$ cat src/hw/rtl/ajd_cell.sv
// ----------------------------------------------------------------------------
// ajd_cell: pipeline cell
// Holds one request's partial results and hands them to the next cell.
// ----------------------------------------------------------------------------
module ajd_cell #(
    parameter int WIDTH = 32
) (
    input  logic             clk,
    input  logic             rst_n,
    input  logic             adv,
    input  logic             in_vld,
    input  logic [WIDTH-1:0] in_data,
    output logic             out_vld,
    output logic [WIDTH-1:0] out_data
);

    logic             valid_reg;
    logic [WIDTH-1:0] data_reg;

    // Advance valid flag
    always_ff @(posedge clk or negedge rst_n)
    begin
        if (!rst_n)
            valid_reg <= 1'b0;
        else if (adv)
            valid_reg <= in_vld;
    end

    // Advance payload
    always_ff @(posedge clk)
    begin
        if (adv)
            data_reg <= in_data;
    end

    assign out_vld  = valid_reg;
    assign out_data = data_reg;

endmodule

$ cat config.mk
export PLATFORM = sky130hd
export DESIGN_NAME = ajd_cell
export DESIGN_NICKNAME = d
export VERILOG_FILES = /design/src/hw/rtl/ajd_cell.sv
export SDC_FILE = /design/constraint.sdc
export NUM_CORES = 1
export LEC_CHECK = 0
export ABC_AREA = 1
export CAP_MARGIN = 25
export CORE_ASPECT_RATIO = 1.2
export CORE_MARGIN = 2
export CORE_UTILIZATION = 30
export DETAILED_ROUTE_END_ITERATION = 16
export DONT_BUFFER_PORTS = 1
export PLACE_DENSITY = 0.48
export SYNTH_ARGS = -nofsm -noshare
export SYNTH_HDL_FRONTEND = slang
export SYNTH_SLANG_ARGS = --single-unit
$ cat constraint.sdc
create_clock -name clk -period 1 [get_ports clk]
set_input_delay 0.15 -clock clk [delete_from_list [all_inputs] [get_ports clk]]
set_output_delay 0.15 -clock clk [all_outputs]
set_load 0.03 [all_outputs]
==> Word level (Yosys, flattened, before mapping) <==
Index checks and enable logic that the tools add are counted.
{ "classes": {"mul": 0, "n_div": 0, "muxes": 0, "shifts": 0, "n_addsub": 0, "reduce_logical": 0, "n_lt_le_gt_ge": 0, "eq_ne": 0, "n_bitwise": 0} }
{ "word_totals": {"reg_bits": 33, "latchBits": 0, "mem_bits_rw": 0, "mem_bits_ro": 0, "output_inout_bits": 33, "n_memories": 0} }

==> Longest topological paths before layout <==
Gate-level depths: netlist (run 1).
{ "logic_depth": {"depth_word": 0, "depth_mapped": 3} }

==> Worst setup path after synthesis (run 1) <==
No wires, ideal clock.
{ "synth_timing": {"kind": "register to register", "start": "register out_vld (netlist name)", "end": "register valid_reg (netlist: out_vld)", "setup_time_ps": 118, "setup_slack_ps": 271, "stages_incl_launch_ff": 3, "t_arrival_ps": 611, "path_buffers": 0, "path_cell_list": "dfrtp_1 nand2_1 nand2_1"} }
{ "synth_rtl": {"columns": ["element", "line", "source"], "rows": [
  ["end signal: assignment", "26", "valid_reg <= in_vld;"],
  ["end: declaration", "17", "logic valid_reg;"]
]} }

==> Worst setup path in the final report (run 1) <==
{ "layout_timing": {"start": "register data_reg[0] (netlist: out_data[0])", "end": "output port out_data[0]"} }
{ "layout_rtl": {"columns": ["element", "line", "source"], "rows": [
  ["start: declaration", "18", "logic [WIDTH-1:0] data_reg;"],
  ["start signal: assignment", "33", "data_reg <= in_data;"],
  ["end: declaration", "14", "output logic [WIDTH-1:0] out_data"]
]} }
No word-level cell between the ends.

==> results of run 1 <==
cells in the final DEF (no fill, tap or decap):
cell,synthesis,final
edfxtp_1,32,32
dlygate4sd3_1,0,35
clkinv_2,0,1
clkinv_1,0,2
clkbuf_4,0,5
nand2_1,3,3
inv_1,1,1
dfrtp_2,0,1
cell usage after synthesis, drive strengths merged:
master / number / area share
dfrtp: 1 / 0.025
inv: 1 / 0.0037
nand2: 3 / 0.011
edfxtp: 32 / 0.96
report_power, final:
group          internal (mW)  switching [mW]  total [mW]  leakage, nW
combinational         0.0922          0.0199       0.112        0.160
clock                  0.254           0.406       0.659       0.0300
sequential              1.65           0.260        1.91        0.324
state kept, by name, indices dropped and copies added, names as in the netlist:
| name | flops |
|---|---|
| out_vld | 1 |
| out_data | 32 |
routing by layer:
metal | routed length, um | part of all wire | vias to the layer above
met5 | 0 | 0 | -
met4 | 23 | 0.013 | 0
met3 | 194 | 0.11 | 4
met2 | 951 | 0.53 | 42
met1 | 621 | 0.35 | 233
li1 | - | - | 227
kinds of logic after synthesis:
logic type / after synthesis
simple gates: 3
flops: 33
buf+inv: 1
worst paths after layout:
check,startpoint,end,slack [ns],cells past startpoint
min in group asynchronous,rst_n,out_vld$_DFFE_PN0P_,0.57,2
setup / recovery,out_data[0]$_DFFE_PP_,out_data[0],-0.01,0
hold / removal,adv,out_data[25]$_DFFE_PP_,-0.07,0
setup reg to reg,out_vld$_DFFE_PN0P_,out_vld$_DFFE_PN0P_,0.28,2
max in group asynchronous,rst_n,out_vld$_DFFE_PN0P_,0.32,2
hold reg to reg,out_vld$_DFFE_PN0P_,out_vld$_DFFE_PN0P_,0.61,2
stage by stage:
step | setup TNS, ns | hold slack (ns) | utilization
final | -0.134 | -0.0651 | 0.465
after global routing | -1.72 | -0.105 | 0.465
after CTS | -0.959 | -0.0852 | 0.462
after detailed placement | 0 | -0.146 | 0.336
after global placement | 0 | -0.146 | 0.336
after floorplan | 0 | -0.146 | -
timing repair:
item | CTS | global route
endpoints found under the hold margin | 66 | 34
hold buffers | 34 | 1
cloned | 0 | 0
gates resized for setup | 1 | 0
endpoints found under the setup margin | 33 | 33
cell type report:
| cell class | instances | area (um2) | area share |
|---|---|---|---|
| clock buffers | 5 | 37.5 | 0.0259 |
| clock inverters | 3 | 12.5 | 0.00864 |
| inverters | 1 | 3.75 | 0.00259 |
| multi-input cells | 3 | 11.3 | 0.00778 |
| flip-flops and latches | 33 | 987 | 0.682 |
| well taps | 36 | 45.0 | 0.0311 |
| repair buffers | 35 | 350 | 0.242 |
==> impl_metrics.tcl, run 1 <==
set metrics [dict create \
    finalPower_mw 2.68 \
    antennaDiodeCount 0 \
    routed_wl_mm 1.79 \
    worstSkewPairLatency_ns 0.32 \
    top_usage_layer "met2" \
    cts_tree "built" \
    synth-compound-area-share 0 \
    hold_slack_ns -0.0651 \
    coreArea_um2 3110 \
    io_buffers 0 \
    area_growth_pct 44.6 \
    synthMuxAreaShare 0 \
    fin_crit_sh 1.01 \
    cts_buffers 5 \
    status "finished, violations left" \
    yosysWarningCount 0 \
    peakVddDrop_uv 822 \
    design.final.nets 115 \
    worstPathRequired_ns 0.85 \
    wl_per_cell_um 15.4 \
    antenna_found_initial 0 \
    gp_congestion 0.598 \
    synth-xor-area-share 0 \
    clk_pin_slew_ns 0.09 \
    grt_pass1_wl_mm 2.68 \
    root_buffer "clkbuf_4" \
    ios 69 \
    skew_ns 0 \
    crit_type "reg2out" \
    htreeDepth 2 \
    ys_seq_area_frac 0.985 \
    drt_iter0_markers 10 \
    syn_nets 73 \
    grt_pass1_vias 557 \
    drc 0 \
    synthAdderAreaFrac 0 \
    max_freq_mhz 989 \
    viasPerCell 4.36 \
    crit_fanout 1 \
    ys_ff_latch 33 \
    dpl_cell_area_um2 1050 \
    dieArea_um2 3820 \
    postCtsSetupRepairBufs 0 \
    grt_util_met3 0.0556 \
    grt_setup_unrepaired "yes" \
    use_met2 0.166 \
    cap_violations 0 \
    fill_cells 280 \
    synth_area_um2 1000 \
    syn_inst 37 \
    critPathArrivalTime_ns 0.86 \
    grt_use_met1 0.0945 \
    rows 22 \
    end_kind "output pin" \
    drt-pass1-iter-count 4 \
    worstMarginPinSlew_ns 0.309 \
    place_ws_ns 0.247 \
    fin_cells 116 \
    power_per_cell_area_nw_per_um2 1850 \
    setup_viol_count_final 24 \
    fin_area_um2 1450 \
    start_util 0.322 \
    die_y_um 67.3 \
    violations "negative hold slack, negative setup slack" \
    hold_viol 33 \
    hold_path.class "in2reg" \
    cts_buffer_depth 2 \
    fin_crit_ns 1.01 \
    grt.overflow.total 0 \
    maxSlewHeadroom 0.795 \
    synth_cell_type_count 4 \
    p_leak_nw 0.514 \
    syn_area_per_cell_um2 27.1 \
    drive_above_1_share 0.0875 \
    synth_top_family_by_area "simple AND/OR/NAND/NOR gates" \
    slew_viol_final 0 \
    dp.cells 73 \
    yosys.area_share.simple 0.0113 \
    fin_ws_ns -0.0109 \
    start_kind "register" \
    ant_nets 0 \
    die_w_um 56.7 \
    cts_num_sinks 33 \
    grt_max_degree 35 \
    vias 506 \
    track_usage 0.101 \
]
Note: power is estimated with default switching activity, not from simulation.
==> inputs of run 2 (changes only) <==
--- a/config.mk
+++ b/config.mk
@@ -5,7 +5,7 @@
 export SDC_FILE = /design/constraint.sdc
 export NUM_CORES = 1
 export LEC_CHECK = 0
-export ABC_AREA = 1
+export ABC_AREA = 0
 export CAP_MARGIN = 25
 export CORE_ASPECT_RATIO = 1.2
 export CORE_MARGIN = 2
==> impl_metrics.tcl, run 2 <==
set metrics [dict create \
    status "finished, violations left" \
    violations "negative hold slack, negative setup slack" \
    cpPeakStageDelay_ns 0.41 \
    fin_cells 115 \
    synthFlopType "edfxtp_1" \
    dp.cells 71 \
    place_ws_ns 0.252 \
    r2r_slack_ns 0.10 \
    synth_area_um2 1000 \
    worstSkewPairLatency_ns 0.31 \
    grt_pass1_vias 553 \
    track_usage 0.0968 \
    cts_tree "built" \
    synth_top_family_by_area "multiplexers" \
    critPathArrivalTime_ns 0.86 \
    drt_iter0_markers 12 \
    critPathBufInv 1 \
    clk_pin_slew_ns 0.09 \
    worst_path_max_delay_cell "dfrtp_1" \
    multi_input_area_um2 15.0 \
    rows 22 \
    combinationalPowerShare 0.051 \
    setup_tns_ns -0.0305 \
    synth.most_common_cell "edfxtp_1" \
    fill_cells 266 \
    coreArea_um2 3110 \
    holdPathStages 0 \
    area_growth_pct 46.5 \
    syn_nets 70 \
    worstMarginPinSlew_ns 0.310 \
    synthMuxAreaShare 0.0150 \
    fin_crit_sh 1.01 \
    min_from "adv" \
    maxSlewHeadroom 0.794 \
    power_frac_seq 0.706 \
    synth_cell_type_count 3 \
    final_core_util 0.471 \
    cts_num_sinks 33 \
    yosys.area_share.simple 0 \
    clockPowerShare 0.242 \
    peakVddDrop_uv 993 \
    final_cell_mix "35 x dlygate4sd3_1, 32 x edfxtp_1, 5 x clkbuf_4" \
    holdPathEnd "out_data[1]$_DFFE_PP_" \
    worstPathRequired_ns 0.85 \
    crit_type "reg2out" \
    swShare 0.248 \
    ys_seq_area_frac 0.985 \
    ant_nets 0 \
    cap_violations 0 \
    drc 0 \
    syn_inst 34 \
    power_per_cell_area_nw_per_um2 1840 \
    p_int_mw 2.02 \
    fin_ws_ns -0.0147 \
    syn_area_per_cell_um2 29.4 \
    design.final.nets 114 \
    yosysWarningCount 0 \
    p_leak_nw 0.522 \
    gp_congestion 0.604 \
    synth-xor-area-share 0 \
    io_buffers 0 \
    setup_viol_count_final 6 \
    grt.overflow.total 0 \
    reg2reg_from "out_vld$_DFFE_PN0P_" \
    antennaDiodeCount 0 \
    path_delay_family "flip-flops" \
    synthTopCellsByArea "edfxtp_1 96%, dfrtp_1 2.5%, mux2_4 1.5%" \
    drive_above_1_share 0.127 \
    ys_ff_latch 33 \
    synthAdderAreaFrac 0 \
    cts_buffer_depth 2 \
    largest_reg_flops 32 \
    timing.rr.end "out_vld$_DFFE_PN0P_" \
    hold_path.class "in2reg" \
    final_common_cell "dlygate4sd3_1" \
    grt_max_degree 34 \
    cts_buffers 5 \
    fin_crit_ns 1.01 \
    viasPerCell 4.39 \
    die_y_um 67.3 \
    htreeDepth 2 \
    max_freq_mhz 986 \
    ios 69 \
    synth-compound-area-share 0 \
    rr_worst_depth 2 \
    vias 505 \
    crit_fanout 2 \
    cp_cell_sequence "buf_6" \
    antenna_found_initial 0 \
    grt_setup_unrepaired "yes" \
    grt_pass1_wl_mm 2.61 \
    skew_ns 0 \
    wl_per_cell_um 15.3 \
    synth-async-reset-ratio 0.0303 \
    dieArea_um2 3820 \
    start_kind "register" \
    seq_area_um2 986 \
    power.switching_mw 0.668 \
    die_w_um 56.7 \
    end_kind "output pin" \
    post-synth-top-area-cell "edfxtp_1" \
    hold_slack_ns -0.0598 \
    synth-edff-count 32 \
    slew_viol_final 0 \
    hold_viol 33 \
    synth_top_cell_area_share 0.960 \
    drt-pass1-iter-count 4 \
    root_buffer "clkbuf_4" \
    routed_wl_mm 1.76 \
    start_util 0.322 \
    ys_top_cells_by_count "32 x edfxtp_1, 1 x dfrtp_1, 1 x mux2_4" \
]
-- run 2: cell types whose count changed after synthesis, sizes merged --
cell,delta
nand2,-3
inv,-1
mux2,+1
-- run 2: what timing repair did --
| item | 4_1_cts | 5_1_grt |
|---|---|---|
| setup buffers | 1 | 0 |
| cloned | 0 | 0 |
| hold endpoints to repair | 66 | 34 |
| setup endpoints to repair | 33 | 33 |
| hold buffers | 34 | 1 |
| gates resized for setup | 1 | 0 |
-- run 2: routing by layer --
| layer | routed length (um) | track usage |
|---|---|---|
| met5 | 0 | 0 |
| met4 | 13 | 0.0523 |
| met3 | 233 | 0.0670 |
| met2 | 967 | 0.167 |
| met1 | 548 | 0.0832 |
-- run 2: layout make-up --
class | instances | share of cell area
Clock buffer | 6 | 0.0282
Timing Repair Buffer | 37 | 0.252
Clock inverter | 2 | 0.00683
Tap cell | 36 | 0.0307
Sequential cell | 33 | 0.672
Multi-Input combinational cell | 1 | 0.0102
-- run 2: cell families (layout without fill, tap and decap cells) --
family   after synthesis  after routing
flops                 33             33
buf+inv                0             45
mux                    1              1
-- run 2: worst max-delay path by stage --
stage	from	end	slack, ns	cells after the start
floorplan	out_vld$_DFFE_PN0P_	out_vld$_DFFE_PN0P_	0.11	1
global placement	out_vld$_DFFE_PN0P_	out_vld$_DFFE_PN0P_	0.25	1
detailed placement	out_vld$_DFFE_PN0P_	out_vld$_DFFE_PN0P_	0.25	1
CTS	out_vld$_DFFE_PN0P_	out_vld	-0.03	1
global route	out_vld$_DFFE_PN0P_	out_vld	-0.07	1
finish	out_vld$_DFFE_PN0P_	out_vld	-0.01	1
-- run 2: power groups by stage --
| stage | logic [mW] | clock network (mW) | registers [mW] |
|---|---|---|---|
| 3_3_place_gp | 0.0223 | 0 | 1.94 |
| 5_1_grt | 0.151 | 0.765 | 1.91 |
| 2_1_floorplan | 0.00664 | 0 | 1.92 |
| 3_5_place_dp | 0.0223 | 0 | 1.94 |
| 6_report | 0.138 | 0.652 | 1.90 |
| 4_1_cts | 0.136 | 0.694 | 1.91 |
-- run 2: per-stage QoR --
step	cell area (um2)	power (mW)
final	1470	2.69
after global routing	1470	2.83
after CTS	1460	2.74
after detailed placement	1050	1.96
after global placement	1050	1.96
after floorplan	1000	1.93
==> inputs of run 3 (changes only) <==
--- a/config.mk
+++ b/config.mk
@@ -10,8 +10,10 @@
 export CORE_ASPECT_RATIO = 1.2
 export CORE_MARGIN = 2
 export CORE_UTILIZATION = 30
+export CTS_BUF_LIST = sky130_fd_sc_hd__clkbuf_8
 export DETAILED_ROUTE_END_ITERATION = 16
 export DONT_BUFFER_PORTS = 1
+export GPL_ROUTABILITY_DRIVEN = 1
 export PLACE_DENSITY = 0.48
 export SYNTH_ARGS = -nofsm -noshare
 export SYNTH_HDL_FRONTEND = slang
==> impl_metrics.tcl, run 3 (synthesized netlist as in run 2, its figures left out) <==
set metrics [dict create \
    status "finished, violations left" \
    violations "negative hold slack" \
    cap_violations 0 \
    reg2reg_from "out_vld$_DFFE_PN0P_" \
    swShare 0.237 \
    crit_start "out_vld$_DFFE_PN0P_" \
    crit_type "reg2out" \
    setup_tns_ns 0 \
    slew_viol_final 0 \
    clockPowerShare 0.302 \
    cts_buffer_depth 2 \
    path_depth 1 \
    cts_tree "built" \
    clk_pin_slew_ns 0.06 \
    critPathBufInv 1 \
    coreArea_um2 3110 \
    vias 485 \
    cts_buffers 5 \
    timing.rr.end "out_vld$_DFFE_PN0P_" \
    skew_ns 0 \
    die_w_um 56.7 \
    worstMarginPinSlew_ns 0.309 \
    fill_cells 267 \
    io_buffers 0 \
    grt_pass1_wl_mm 2.57 \
    cp_cell_sequence "buf_6" \
    viasPerCell 4.33 \
    final_cell_mix "33 x dlygate4sd3_1, 32 x edfxtp_1, 5 x clkbuf_8" \
    routed_wl_mm 1.70 \
    ios 69 \
    combinationalPowerShare 0.043 \
    grt_max_degree 34 \
    track_usage 0.0955 \
    grt_pass1_vias 561 \
    design.final.nets 111 \
    setup_viol_count_final 0 \
    rows 22 \
    power.switching_mw 0.691 \
    drive_above_1_share 0.118 \
    htreeDepth 2 \
    power_per_cell_area_nw_per_um2 1980 \
    grt.overflow.total 0 \
    final_common_cell "dlygate4sd3_1" \
    start_util 0.322 \
    worst_path_max_delay_cell "dfrtp_1" \
    area_growth_pct 46.9 \
    drc 0 \
    antenna_found_initial 0 \
    hold_path.class "in2reg" \
    critPathArrivalTime_ns 0.81 \
    worstSkewPairLatency_ns 0.27 \
    worstPathRequired_ns 0.85 \
    path_delay_family "flip-flops" \
    fin_area_um2 1470 \
    r2r_slack_ns 0.23 \
    hold_slack_ns -0.0142 \
    cts_num_sinks 33 \
    maxSlewHeadroom 0.794 \
    ant_nets 0 \
    min_from "adv" \
    largest_reg_flops 32 \
    gp_congestion 0.604 \
    fin_crit_ns 0.960 \
    crit_fanout 2 \
    antennaDiodeCount 0 \
    p_leak_nw 0.526 \
    cpPeakStageDelay_ns 0.39 \
    drt_iter0_markers 13 \
    fin_crit_sh 0.960 \
    cts_hold_buf 33 \
    wl_per_cell_um 15.2 \
    rr_worst_depth 1 \
    p_int_mw 2.22 \
    max_freq_mhz 1040 \
    dieArea_um2 3820 \
    hold_viol 25 \
    die_y_um 67.3 \
    grt_setup_unrepaired "yes" \
    finalPower_mw 2.91 \
    peakVddDrop_uv 1120 \
    power_frac_seq 0.654 \
    start_kind "register" \
    end_kind "output pin" \
    crit_path_end "out_vld" \
    root_buffer "clkbuf_8" \
    dpl_cell_area_um2 1050 \
    drt-pass1-iter-count 3 \
]
==> run 3: how the worst min path moves through the flow <==
| stage | to | cells past startpoint |
|---|---|---|
| after floorplan | out_vld$_DFFE_PN0P_ | 0 |
| after global placement | out_vld$_DFFE_PN0P_ | 0 |
| after detailed placement | out_vld$_DFFE_PN0P_ | 0 |
| after CTS | out_data[1]$_DFFE_PP_ | 0 |
| after global routing | out_data[19]$_DFFE_PP_ | 0 |
| final | out_data[1]$_DFFE_PP_ | 0 |
==> run 3: through the flow <==
stage,utilization,std cells,hold WS [ns],worst slack [ns]
2_1_floorplan,-,34,-0.146,0.111
3_3_place_gp,0.339,71,-0.146,0.254
3_5_place_dp,0.339,71,-0.146,0.252
4_1_cts,0.471,112,-0.0256,0.0105
5_1_grt,0.473,112,-0.0350,0.00104
6_report,0.473,112,-0.0142,0.0404
==> run 3: power groups by stage <==
stage / clock network [mW] / registers, mW / logic, mW
2_1_floorplan: 0 / 1.92 / 0.00664
3_3_place_gp: 0 / 1.94 / 0.0223
3_5_place_dp: 0 / 1.94 / 0.0223
4_1_cts: 0.926 / 1.91 / 0.124
5_1_grt: 0.999 / 1.91 / 0.137
6_report: 0.880 / 1.90 / 0.126
==> run 3: metal layers <==
layer	share of wire	wire length (um)	vias up	track usage
met4	0.011	18	0	0.0523
met2	0.53	899	46	0.161
li1	-	-	216	-
met3	0.14	236	3	0.0670
met1	0.32	547	220	0.0844
met5	0	0	-	0
==> run 3: final cells by class <==
class	count	area [um2]	area share
clock buffers	5	68.8	0.0468
clock inverters	3	13.8	0.00936
repair buffers	34	342	0.232
multi-input cells	1	15.0	0.0102
well taps	36	45.0	0.0306
flip-flops and latches	33	986	0.671
==> run 3: what timing repair did <==
action	in CTS	in global routing
endpoints found under the setup margin	0	1
endpoints found under the hold margin	65	32
resized for setup	0	1
setup buffers	0	0
